`src/design/fsp_pkg.sv`:
```
// ----------------------------------------------------------------------------
// fsp_pkg: shared types, constants and functions of the format spec parser
//
// Holds the item structs of both channels, the parse phase codes, the
// character codes the parser recognizes and the digit accumulation helper.
// ----------------------------------------------------------------------------
package fsp_pkg;

    // Accumulator width for width and precision; they saturate at all ones.
    localparam int NUM_BITS = 16;
    localparam int ACC_W    = NUM_BITS + 4;
    localparam logic [NUM_BITS-1:0] ACC_MAX = '1;

    // One input item: one character of a directive.
    typedef struct packed {
        logic       begin_req;
        logic [7:0] ch;
    } fsp_req_t;

    // One result item: the decoded directive record.
    typedef struct packed {
        logic        alt_form;
        logic        space_sign;
        logic        zero_pad;
        logic        left_justify;
        logic        plus_sign;
        logic        has_dot;
        logic [15:0] field_width;
        logic [15:0] field_precision;
        logic [2:0]  length_code;
        logic [3:0]  conversion;
        logic        char_consumed;
    } fsp_rsp_t;

    // Flags collected while a directive is parsed.
    typedef struct packed {
        logic dot;
        logic plus;
        logic left;
        logic zero;
        logic space;
        logic hash;
    } fsp_flags_t;

    // Parse phase codes.
    localparam logic [2:0] PH_IDLE  = 3'd0;
    localparam logic [2:0] PH_FLAGS = 3'd1;
    localparam logic [2:0] PH_WIDTH = 3'd2;
    localparam logic [2:0] PH_PREC  = 3'd3;
    localparam logic [2:0] PH_LEN_H = 3'd4;
    localparam logic [2:0] PH_LEN_L = 3'd5;
    localparam logic [2:0] PH_CONV  = 3'd6;

    // Length modifier codes.
    localparam logic [2:0] LEN_NONE = 3'd0;
    localparam logic [2:0] LEN_H    = 3'd1;
    localparam logic [2:0] LEN_HH   = 3'd2;
    localparam logic [2:0] LEN_L    = 3'd3;
    localparam logic [2:0] LEN_LL   = 3'd4;

    // Conversion codes.
    localparam logic [3:0] CONV_NONE    = 4'd0;
    localparam logic [3:0] CONV_STR     = 4'd1;
    localparam logic [3:0] CONV_CHAR    = 4'd2;
    localparam logic [3:0] CONV_PTR     = 4'd3;
    localparam logic [3:0] CONV_DEC     = 4'd4;
    localparam logic [3:0] CONV_OCT     = 4'd5;
    localparam logic [3:0] CONV_UNS     = 4'd6;
    localparam logic [3:0] CONV_HEX_LO  = 4'd7;
    localparam logic [3:0] CONV_HEX_UP  = 4'd8;
    localparam logic [3:0] CONV_BIN     = 4'd9;
    localparam logic [3:0] CONV_PERCENT = 4'd10;

    // Character codes.
    localparam logic [7:0] CH_HASH    = 8'h23;
    localparam logic [7:0] CH_SPACE   = 8'h20;
    localparam logic [7:0] CH_ZERO    = 8'h30;
    localparam logic [7:0] CH_NINE    = 8'h39;
    localparam logic [7:0] CH_MINUS   = 8'h2D;
    localparam logic [7:0] CH_PLUS    = 8'h2B;
    localparam logic [7:0] CH_DOT     = 8'h2E;
    localparam logic [7:0] CH_PERCENT = 8'h25;
    localparam logic [7:0] CH_L_LO    = 8'h6C;
    localparam logic [7:0] CH_H_LO    = 8'h68;
    localparam logic [7:0] CH_S_LO    = 8'h73;
    localparam logic [7:0] CH_S_UP    = 8'h53;
    localparam logic [7:0] CH_C_LO    = 8'h63;
    localparam logic [7:0] CH_C_UP    = 8'h43;
    localparam logic [7:0] CH_P_LO    = 8'h70;
    localparam logic [7:0] CH_P_UP    = 8'h50;
    localparam logic [7:0] CH_D_LO    = 8'h64;
    localparam logic [7:0] CH_D_UP    = 8'h44;
    localparam logic [7:0] CH_I_LO    = 8'h69;
    localparam logic [7:0] CH_I_UP    = 8'h49;
    localparam logic [7:0] CH_O_LO    = 8'h6F;
    localparam logic [7:0] CH_O_UP    = 8'h4F;
    localparam logic [7:0] CH_U_LO    = 8'h75;
    localparam logic [7:0] CH_U_UP    = 8'h55;
    localparam logic [7:0] CH_X_LO    = 8'h78;
    localparam logic [7:0] CH_X_UP    = 8'h58;
    localparam logic [7:0] CH_B_LO    = 8'h62;
    localparam logic [7:0] CH_B_UP    = 8'h42;

    // Map a conversion letter to its code; unknown letters give none.
    function automatic logic [3:0] conv_code(input logic [7:0] ch);
        logic [3:0] code;
        case (ch) inside
            CH_S_LO, CH_S_UP:                   code = CONV_STR;
            CH_C_LO, CH_C_UP:                   code = CONV_CHAR;
            CH_P_LO, CH_P_UP:                   code = CONV_PTR;
            CH_D_LO, CH_D_UP, CH_I_LO, CH_I_UP: code = CONV_DEC;
            CH_O_LO, CH_O_UP:                   code = CONV_OCT;
            CH_U_LO, CH_U_UP:                   code = CONV_UNS;
            CH_X_LO:                            code = CONV_HEX_LO;
            CH_X_UP:                            code = CONV_HEX_UP;
            CH_B_LO, CH_B_UP:                   code = CONV_BIN;
            CH_PERCENT:                         code = CONV_PERCENT;
            default:                            code = CONV_NONE;
        endcase
        return code;
    endfunction

    // Times ten plus one decimal digit, saturating at all ones.
    function automatic logic [NUM_BITS-1:0] acc_digit(input logic [NUM_BITS-1:0] acc,
                                                      input logic [7:0]          ch);
        logic [ACC_W-1:0] wide;
        logic [ACC_W-1:0] sum;
        logic [3:0]       dig;
        dig  = 4'(ch - CH_ZERO);
        wide = ACC_W'(acc);
        sum  = (wide << 3) + (wide << 1) + ACC_W'(dig);
        return (sum > ACC_W'(ACC_MAX)) ? ACC_MAX : sum[NUM_BITS-1:0];
    endfunction

endpackage

```
`src/design/fsp_in_reg.sv`:
```
// ----------------------------------------------------------------------------
// fsp_in_reg: input register of the format spec parser
//
// Captures one character item and holds it until the parse core takes it.
// ----------------------------------------------------------------------------
module fsp_in_reg import fsp_pkg::*;
(
    input  logic     clk,
    input  logic     rst_n,
    input  logic     req_valid,
    output logic     req_ready,
    input  fsp_req_t req,
    input  logic     take,
    output logic     item_valid,
    output fsp_req_t item
);

    logic     valid_reg;
    logic     valid_next;
    fsp_req_t item_reg;

    // The register frees up in the same cycle the core takes its item.
    assign req_ready = !valid_reg || take;

    always_comb
    begin
        if (req_valid && req_ready)
        begin
            valid_next = 1'b1;
        end
        else if (take)
        begin
            valid_next = 1'b0;
        end
        else
        begin
            valid_next = valid_reg;
        end
    end

    always_ff @(posedge clk or negedge rst_n)
    begin
        if (!rst_n)
        begin
            valid_reg <= 1'b0;
        end
        else
        begin
            valid_reg <= valid_next;
        end
    end

    // Payload loads on every accepted item and needs no reset.
    always_ff @(posedge clk)
    begin
        if (req_valid && req_ready)
        begin
            item_reg <= req;
        end
    end

    assign item_valid = valid_reg;
    assign item       = item_reg;

endmodule

```
`src/design/fsp_core.sv`:
```
// ----------------------------------------------------------------------------
// fsp_core: parse state and single-step update of the format spec parser
//
// Holds the directive state and works out, for the item at its input, the
// next state and whether that character closes the directive.
// ----------------------------------------------------------------------------
module fsp_core import fsp_pkg::*;
(
    input  logic     clk,
    input  logic     rst_n,
    input  logic     item_valid,
    input  fsp_req_t item,
    input  logic     step,
    output logic     emit,
    output fsp_rsp_t rsp
);

    logic [2:0]          phase_reg;
    logic [2:0]          phase_next;
    fsp_flags_t          flags_reg;
    fsp_flags_t          flags_next;
    logic [NUM_BITS-1:0] width_reg;
    logic [NUM_BITS-1:0] width_next;
    logic [NUM_BITS-1:0] prec_reg;
    logic [NUM_BITS-1:0] prec_next;
    logic [2:0]          len_reg;
    logic [2:0]          len_next;

    logic [2:0]          cur_phase;
    fsp_flags_t          cur_flags;
    logic [NUM_BITS-1:0] cur_width;
    logic [NUM_BITS-1:0] cur_prec;
    logic [2:0]          cur_len;
    logic [7:0]          ch;
    logic                is_digit;
    logic                is_flag;
    logic                tail;
    logic                finish;

    assign ch       = item.ch;
    assign is_digit = (ch >= CH_ZERO) && (ch <= CH_NINE);
    assign is_flag  = (ch == CH_HASH) || (ch == CH_SPACE) || (ch == CH_ZERO) ||
                      (ch == CH_MINUS) || (ch == CH_PLUS);

    // A begin item drops any unfinished directive and starts from clean state.
    always_comb
    begin
        if (item.begin_req)
        begin
            cur_phase = PH_FLAGS;
            cur_flags = '0;
            cur_width = '0;
            cur_prec  = '0;
            cur_len   = LEN_NONE;
        end
        else
        begin
            cur_phase = phase_reg;
            cur_flags = flags_reg;
            cur_width = width_reg;
            cur_prec  = prec_reg;
            cur_len   = len_reg;
        end
    end

    // One parse step for the current character.
    always_comb
    begin
        phase_next = cur_phase;
        flags_next = cur_flags;
        width_next = cur_width;
        prec_next  = cur_prec;
        len_next   = cur_len;
        tail       = 1'b0;
        finish     = 1'b0;

        unique case (cur_phase) inside
            PH_FLAGS, PH_WIDTH:
            begin
                if (cur_phase == PH_FLAGS && is_flag)
                begin
                    flags_next.hash  = cur_flags.hash  | (ch == CH_HASH);
                    flags_next.space = cur_flags.space | (ch == CH_SPACE);
                    flags_next.zero  = cur_flags.zero  | (ch == CH_ZERO);
                    flags_next.left  = cur_flags.left  | (ch == CH_MINUS);
                    flags_next.plus  = cur_flags.plus  | (ch == CH_PLUS);
                end
                else if (is_digit)
                begin
                    width_next = acc_digit(cur_width, ch);
                    phase_next = PH_WIDTH;
                end
                else if (ch == CH_DOT)
                begin
                    flags_next.dot  = 1'b1;
                    flags_next.zero = 1'b0;
                    phase_next      = PH_PREC;
                end
                else
                begin
                    tail = 1'b1;
                end
            end
            PH_PREC:
            begin
                if (is_digit)
                begin
                    prec_next = acc_digit(cur_prec, ch);
                end
                else
                begin
                    tail = 1'b1;
                end
            end
            PH_LEN_L:
            begin
                if (ch == CH_L_LO)
                begin
                    len_next   = LEN_LL;
                    phase_next = PH_CONV;
                end
                else
                begin
                    len_next = LEN_L;
                    finish   = 1'b1;
                end
            end
            PH_LEN_H:
            begin
                if (ch == CH_H_LO)
                begin
                    len_next   = LEN_HH;
                    phase_next = PH_CONV;
                end
                else
                begin
                    len_next = LEN_H;
                    finish   = 1'b1;
                end
            end
            PH_CONV:
            begin
                finish = 1'b1;
            end
            default:
            begin
                phase_next = PH_IDLE;
            end
        endcase

        // A length letter or the conversion itself after flags, width or precision.
        if (tail)
        begin
            if (ch == CH_L_LO)
            begin
                phase_next = PH_LEN_L;
            end
            else if (ch == CH_H_LO)
            begin
                phase_next = PH_LEN_H;
            end
            else
            begin
                finish = 1'b1;
            end
        end

        if (finish)
        begin
            phase_next = PH_IDLE;
        end
    end

    // Directive record built from the state as it stands after this character.
    always_comb
    begin
        rsp.alt_form        = flags_next.hash;
        rsp.space_sign      = flags_next.space;
        rsp.zero_pad        = flags_next.zero && !flags_next.left && !flags_next.dot;
        rsp.left_justify    = flags_next.left;
        rsp.plus_sign       = flags_next.plus;
        rsp.has_dot         = flags_next.dot;
        rsp.field_width     = 16'(width_next);
        rsp.field_precision = 16'(prec_next);
        rsp.length_code     = len_next;
        rsp.conversion      = conv_code(ch);
        rsp.char_consumed   = (conv_code(ch) != CONV_NONE);
    end

    assign emit = item_valid && finish;

    // State advances only when the item is actually taken.
    always_ff @(posedge clk or negedge rst_n)
    begin
        if (!rst_n)
        begin
            phase_reg <= PH_IDLE;
            flags_reg <= '0;
            width_reg <= '0;
            prec_reg  <= '0;
            len_reg   <= LEN_NONE;
        end
        else if (step)
        begin
            phase_reg <= phase_next;
            flags_reg <= flags_next;
            width_reg <= width_next;
            prec_reg  <= prec_next;
            len_reg   <= len_next;
        end
    end

endmodule

```
`src/design/fsp_out_reg.sv`:
```
// ----------------------------------------------------------------------------
// fsp_out_reg: result register of the format spec parser
//
// Holds one directive record until the downstream side takes it.
// ----------------------------------------------------------------------------
module fsp_out_reg import fsp_pkg::*;
(
    input  logic     clk,
    input  logic     rst_n,
    input  logic     load,
    input  fsp_rsp_t load_rsp,
    output logic     free,
    output logic     rsp_valid,
    input  logic     rsp_ready,
    output fsp_rsp_t rsp
);

    logic     valid_reg;
    logic     valid_next;
    fsp_rsp_t rsp_reg;

    // The slot can take a new record when empty or being drained this cycle.
    assign free = !valid_reg || rsp_ready;

    always_comb
    begin
        if (load)
        begin
            valid_next = 1'b1;
        end
        else if (rsp_ready)
        begin
            valid_next = 1'b0;
        end
        else
        begin
            valid_next = valid_reg;
        end
    end

    always_ff @(posedge clk or negedge rst_n)
    begin
        if (!rst_n)
        begin
            valid_reg <= 1'b0;
        end
        else
        begin
            valid_reg <= valid_next;
        end
    end

    always_ff @(posedge clk)
    begin
        if (load)
        begin
            rsp_reg <= load_rsp;
        end
    end

    assign rsp_valid = valid_reg;
    assign rsp       = rsp_reg;

endmodule

```
`src/design/format_spec_parser_top.sv`:
```
// ----------------------------------------------------------------------------
// format_spec_parser_top: printf-style directive parser
//
// Parses the characters after a percent sign and emits one directive record
// when the conversion character arrives.
// ----------------------------------------------------------------------------
// The parser takes one character item per clock cycle, back to back, and
// returns a directive record through the input register and then the result
// register once the closing character is accepted. The rate is set by the
// parse step, whose longest path is the times-ten-plus-digit update of the
// width or precision accumulator. An item that closes a directive waits in
// the input register only while the result register still holds an untaken
// record; other characters never wait there.
module format_spec_parser_top import fsp_pkg::*;
(
    input  logic     clk,
    input  logic     rst_n,
    input  logic     req_valid,
    output logic     req_ready,
    input  fsp_req_t req,
    output logic     rsp_valid,
    input  logic     rsp_ready,
    output fsp_rsp_t rsp
);

    logic     item_valid;
    fsp_req_t item;
    logic     emit;
    fsp_rsp_t core_rsp;
    logic     free;
    logic     step;

    // An item is processed unless it closes a directive and the slot is full.
    assign step = item_valid && (!emit || free);

    fsp_in_reg u_in_reg
    (
        .clk        (clk),
        .rst_n      (rst_n),
        .req_valid  (req_valid),
        .req_ready  (req_ready),
        .req        (req),
        .take       (step),
        .item_valid (item_valid),
        .item       (item)
    );

    fsp_core u_core
    (
        .clk        (clk),
        .rst_n      (rst_n),
        .item_valid (item_valid),
        .item       (item),
        .step       (step),
        .emit       (emit),
        .rsp        (core_rsp)
    );

    fsp_out_reg u_out_reg
    (
        .clk       (clk),
        .rst_n     (rst_n),
        .load      (step && emit),
        .load_rsp  (core_rsp),
        .free      (free),
        .rsp_valid (rsp_valid),
        .rsp_ready (rsp_ready),
        .rsp       (rsp)
    );

endmodule

```
`config.mk`:
```
export PLATFORM = sky130hd
export DESIGN_NAME = format_spec_parser_top
export DESIGN_NICKNAME = d
export VERILOG_FILES = /design/src/design/fsp_pkg.sv /design/src/design/fsp_in_reg.sv /design/src/design/fsp_core.sv /design/src/design/fsp_out_reg.sv /design/src/design/format_spec_parser_top.sv
export SDC_FILE = /design/constraint.sdc
export NUM_CORES = 1
export LEC_CHECK = 0
export BUFFER_PORTS_ARGS = -buffer_cell sky130_fd_sc_hd__buf_2
export CELL_PAD_IN_SITES_DETAIL_PLACEMENT = 1
export CELL_PAD_IN_SITES_GLOBAL_PLACEMENT = 2
export CORE_ASPECT_RATIO = 0.6
export CORE_MARGIN = 4
export CORE_UTILIZATION = 25
export CTS_CLUSTER_DIAMETER = 30
export DETAILED_ROUTE_END_ITERATION = 16
export GPL_ROUTABILITY_DRIVEN = 0
export PLACE_DENSITY = 0.56
export RECOVER_POWER = 25
export SYNTH_ARGS = -nofsm -noshare
export SYNTH_HDL_FRONTEND = slang
export SYNTH_SLANG_ARGS = --single-unit
```
`constraint.sdc`:
```
create_clock -name clk -period 12.1 [get_ports clk]
set_input_delay 1.815 -clock clk [delete_from_list [all_inputs] [get_ports clk]]
set_output_delay 1.815 -clock clk [all_outputs]
set_load 0.02 [all_outputs]
```
# Word-level counts from Yosys, hierarchy flattened
# Cells that the tools add are included.
# classes
n_reduce_logical	32
n_bitwise	5
n_mux	59
order_cmp	4
n_eq_ne	33
addsub	5
# ops
operator	n
$eq A8 B7 Y1 const B	20
$mux W16	9
$eq A8 B6 Y1 const B	7
$add A19 B17 Y20	2
$add A20 B4 Y20	2
$gt A20 B16 Y1 const B	2
$mux W4	10
$mux W3	12
$mux W1	19
$reduce_or A2 Y1	8
$mux W6	2
$pmux W3 S4	1
$eq A3 B3 Y1 const B	3
$ge A8 B6 Y1 const B	1
$le A8 B6 Y1 const B	1
$logic_and A1 B1 Y1	8
$logic_or A1 B1 Y1	7
$eq A3 B2 Y1 const B	2
$mux W2	3
$pmux W3 S2	1
$logic_not A1 Y1	5
$or A1 B1 Y1	5
$reduce_bool A2 Y1	2
$reduce_bool A4 Y1	1
5 further kinds	5
# totals
register_bits	101
inputBits	13
out_inout_bits	48
elab_cells	163

# Logic depth before layout (Yosys ltp)
# depth
ltp_word	16
depth_mapped	15
depth_no_buf	12

# Hierarchy
# From an unflattened synthesis, not the netlist that was laid out.
# hier_totals
cells_unflattened	731
area_unflattened_um2	6969.2
# modules_own_cells
mod	area_per_inst_um2	instances	cells_per_inst	seq_area_each_um2
fsp_core	5197.5	1	666	1101.1
fsp_out_reg	1428.9	1	49	1406.3
fsp_in_reg	324.1	1	13	295.3
format_spec_parser_top	18.8	1	3	0.0

# Least setup slack after synthesis
# No wires, ideal clock.
# synth_timing
path_kind	input -> register
start	input rsp_ready
end	register u_out_reg.rsp_reg, in the netlist u_out_reg.rsp[0] (enable)
arrival_ns	3.806
setup_ns	0.450
slack_ns	7.845
required_time_ns	11.650
n_path_buf	0
path_stages	2
cell_sequence	nor2b_1 > nor2_1
# synth_via
elab_chain_len	4
# synth_rtl
element	line_no	text
start, declared	format_spec_parser_top.sv:22	input logic rsp_ready,
$logic_or A1 B1 Y1	fsp_out_reg.sv:23	assign free = !valid_reg || rsp_ready;
$logic_or A1 B1 Y1	format_spec_parser_top.sv:34	assign step = item_valid && (!emit || free);
$logic_and A1 B1 Y1	format_spec_parser_top.sv:34	
$logic_and A1 B1 Y1	format_spec_parser_top.sv:63	.load (step && emit),
net u_out_reg.load	fsp_out_reg.sv:10	input logic load,
end signal, assigned	fsp_out_reg.sv:57	rsp_reg <= load_rsp;
end, declared	fsp_out_reg.sv:20	fsp_rsp_t rsp_reg;
# The timed path passes the listed nets, and every way through them passes these cells.
# A chain may end at the register's enable or synchronous reset.

# Worst setup path after layout
# layout_timing
start	register u_in_reg.item_reg, in the netlist u_in_reg.item[8]
end	output req_ready
# layout_via
elab_chain_len	11
word_cells_on_any_way	20
classes_between	6 x eq/ne; 7 x mux; 7 x reduce/logical
# layout_rtl
element	line_no	text
start, declared	fsp_in_reg.sv:20	fsp_req_t item_reg;
start signal, assigned	fsp_in_reg.sv:58	item_reg <= req;
$mux W3 (*)	fsp_core.sv:48	if (item.begin_req)
$eq A3 B3 Y1 (no line) or $eq A3 B1 Y1 (tied branches)	n/a	
$pmux W1 S3 or $logic_and A1 B1 Y1 (tied branches)	fsp_core.sv:77, fsp_core.sv:80	
$mux W1, on equally long branches	fsp_core.sv:158, fsp_core.sv:80	
$mux W1 or $pmux W1 S2 (tied branches)	fsp_core.sv:154, fsp_core.sv:77	
$mux W1 (*)	fsp_core.sv:152	if (tail)
$logic_and A1 B1 Y1 (*)	fsp_core.sv:190	assign emit = item_valid && finish;
$logic_not A1 Y1 (*)	format_spec_parser_top.sv:34	
$logic_or A1 B1 Y1 (*)	format_spec_parser_top.sv:34	
$logic_and A1 B1 Y1 (*)	format_spec_parser_top.sv:34	
$logic_or A1 B1 Y1 (*)	fsp_in_reg.sv:23	assign req_ready = !valid_reg || take;
end, declared	format_spec_parser_top.sv:19	output logic req_ready,
# Every way passes the cells marked *; elsewhere a longest branch is shown, timed or not.

==> Flow_metrics.wiki <==
{| class="wikitable"
! Metric !! Value
|-
| Area of the die || 31000 um^2
|-
| Root Buffer Master || clkbuf_16
|-
| Flip-flop count of the largest register, all copies and words added || 46
|-
| Data arrival time of the critical path || 3.32 ns
|-
| Crit-path max FO || 41
|-
| CTS tree || yes
|-
| Post-route clock period utilization || 42.4%
|-
| Max-cap violations || 1
|-
| Fin area || 7990 um^2
|-
| Post-placement setup slack || 7.13 ns
|-
| Area Growth Syn to Fin || 13.5%
|-
| Min setup slack post-route || 6.97 ns
|-
| Synth Net Count || 835
|-
| Cell accounting for the most synthesized area || edfxtp_1
|-
| Kind of start point of the critical path || flop
|-
| Synth Register Bits || 101
|-
| Placed Instances || 1158
|-
| Clock Skew || 0.0132 ns
|-
| Cell with the largest stage delay on the worst path || clkinv_1
|-
| Total congestion overflow || 0
|-
| Starting density of the core || 25.5%
|-
| Clock slew at reported path FFs || 0.07 ns
|-
| Wire length of the first global-routing pass || 35.7 mm
|-
| Most common cell in the netlist || nor2_1
|-
| Number of buffers on the longest clock path || 2
|-
| Smallest hold slack || 0.480 ns
|-
| Mapped cell area || 7040 um^2
|-
| Total leakage power || 3.35 nW
|-
| Worst setup path class || flop to output pin
|-
| Number of rows created at floorplan || 47
|-
| Tot GR Track Use || 14.9%
|-
| Avg Vias per Cell || 4.97
|-
| Number of antenna repair diodes || 0
|-
| Maximum number of pins on one net before global-route repair || 47
|-
| Unique cell type count in the Yosys netlist || 76
|-
| Estimated wirelength of the detail-placed design || 16.9 mm
|-
| Fill cell instance count of the final layout || 3219
|-
| Die height || 138 um
|-
| Worst setup EP type || output pin
|-
| Number of violations reported at the end of detailed-routing iteration 0 || 305
|-
| Final critical delay including setup and external delays || 5.13 ns
|-
| I/O Pins || 61
|-
| Number of enable-type register cells in the synthesized netlist || 55
|-
| Placeable Area || 27600 um^2
|-
| First-pass DRT Iterations || 4
|-
| Synthesized area per cell || 9.30 um^2
|-
| Drt wl/cell || 19.2 um
|-
| Max-slew headroom at the worst pin || -95.5%
|-
| Post-Syn Instances || 757
|-
| Result of the run || finished, violations left
|-
| Number of max-slew violations in the final report || 47
|-
| Failing checks || max-capacitance violations, max-slew violations
|-
| Most frequent cells after synthesis || 115 x nor2_1, 62 x ha_1, 62 x nand2_1
|-
| Total number of nets in the final design || 880
|-
| Ys flop type || edfxtp_1
|-
| Final Hold Violating Endpoints || 0
|-
| Classification of the worst-slack hold path || flop to flop
|-
| Syn. warnings || 0
|-
| Slew at the pin closest to its max-slew limit || 2.93 ns
|-
| Via count of the routed design || 5836
|-
| Ordered cell list for the critical path || buf_4 -> clkinv_1 -> o21ai_0 -> o211a_1 -> o31a_1 -> o31ai_1 -> nand3_1 -> buf_2
|-
| F_max || 195 MHz
|-
| Worst EP required || 10.28 ns
|-
| Number of clock sinks || 101
|-
| Top cells by area in the synthesized netlist || edfxtp_1 23%, dfrtp_1 16%, ha_1 11%, nor2_1 6.1%, o21ai_0 3.4%
|-
| PostCTS Resize Cnt || 0
|-
| H-tree level count || 3
|-
| Final setup vio count || 0
|-
| Antenna viol nets, final || 0
|-
| Total placed instance area || 7720 um^2
|-
| Fraction of post-synthesis cell area in the top cell type by area || 23.5%
|-
| Power density over the cells || 180 nW/um^2
|-
| Final Routed Wirelength || 22.6 mm
|-
| Maximum single-stage delay on the critical path || 0.52 ns
|-
| Fraction of layout cells with a size suffix above 1 || 14.7%
|-
| Port Buf Inserts || 60
|-
| Summed negative setup slack over all endpoints || 0 ns
|-
| Fraction of synthesis flops using an asynchronous set or reset pin || 45.5%
|-
| Number of setup buffers added after CTS || 0
|-
| CTS buffer count || 9
|-
| Number of global-route vias before repair || 6068
|-
| Final non-filler cell total || 1174
|-
| Initial antenna violation count || 0
|-
| Clock insertion delay at the later pin of the skew report || 0.37 ns
|-
| Die span in x || 225 um
|-
| CTS hold repair buffers || 0
|-
| RSZ-0062 raised after global routing || no
|-
| DR DRC count || 0
|-
| Worst voltage drop across the vdd grid || 75.6 uV
|-
| Sequential element share of the synthesized area || 39.8%
|}
-- metrics by stage --
step | utilization (%) | power (W)
after floorplan | - | 0.000960
after global placement | 27.9 | 0.00115
after detailed placement | 27.9 | 0.00116
after CTS | 29.0 | 0.00146
after global routing | 28.9 | 0.00155
final | 28.9 | 0.00144
-- cell families after synthesis --
logic type               Yosys count  share of synthesized area, %
XOR/XNOR                          26                          3.23
AO/OA/AOI/OAI                    189                          18.3
adder cells (fa/ha/maj)           65                          11.9
AND/OR/NAND/NOR                  304                          21.5
flip-flops                       101                          39.8
buffers and inverters             63                          3.98
multiplexers                       9                          1.39
-- final timing paths --
check / cells after the start / from / slack, ns / to
min reg2reg: 2 / u_core.width_reg[9]$_DFFE_PN0P_ / 0.48 / u_core.width_reg[9]$_DFFE_PN0P_
min in group asynchronous: 2 / rst_n / 2.47 / u_core.len_reg[2]$_DFFE_PN0P_
max in group asynchronous: 2 / rst_n / 7.94 / u_core.prec_reg[7]$_DFFE_PN0P_
max: 8 / u_in_reg.item[8]$_DFFE_PP_ / 6.97 / req_ready
min: 2 / u_core.width_reg[9]$_DFFE_PN0P_ / 0.48 / u_core.width_reg[9]$_DFFE_PN0P_
max reg2reg: 12 / u_in_reg.item[8]$_DFFE_PP_ / 6.99 / u_out_reg.rsp[36]$_DFFE_PP_
-- report_power, final --
group | internal [W] | leakage (nW) | switching, W
Sequential | 0.000474 | 1.13 | 0.0000488
Combinational | 0.000216 | 2.09 | 0.000411
Clock | 0.000142 | 0.132 | 0.000145
Total | 0.000832 | 3.35 | 0.000605
-- per-layer routing --
metal | wire (um) | track usage (%)
met1 | 12700 | 23.8
met2 | 8790 | 20.6
met3 | 933 | 3.36
met4 | 125 | 2.14
met5 | 0 | 0
-- critical path: cells and delay by family (launching register included) --
family / cells / cell delay [ns]
flops: 1 / 0.33
buf+inv: 3 / 1.16
simple gates: 1 / 0.16
compound gates: 4 / 1.26
-- area by class of cell --
cell class                      instances  area [um^2]  share of cell area (%)
Sequential cell                       101         2800                    35.1
Timing Repair Buffer                   69          364                    4.56
Tap cell                              367          459                    5.75
Inverter                               28          105                    1.32
Multi-Input combinational cell        593         3980                    49.8
Clock buffer                            9          225                    2.82
Clock inverter                          7         56.3                   0.705
-- placed cells by master, fill, tap and decap left out, drive strengths merged, types with 4 or more instances in the layout --
master	n
a21o	10
o21a	4
o21ai	53
o41ai	4
nand2b	7
ha	62
a21oi	54
and2	6
a211oi	7
xor2	12
nor2	116
buf	68
nand3	15
nand2	62
or2	4
nor2b	36
dfrtp	46
edfxtp	55
nor4	20
nor3	12
mux2	6
nand4	8
o211ai	6
and3	4
a311oi	9
xnor2	14
clkbuf	10
inv	30
o31ai	7
Note: power is estimated with default switching activity, not from simulation.
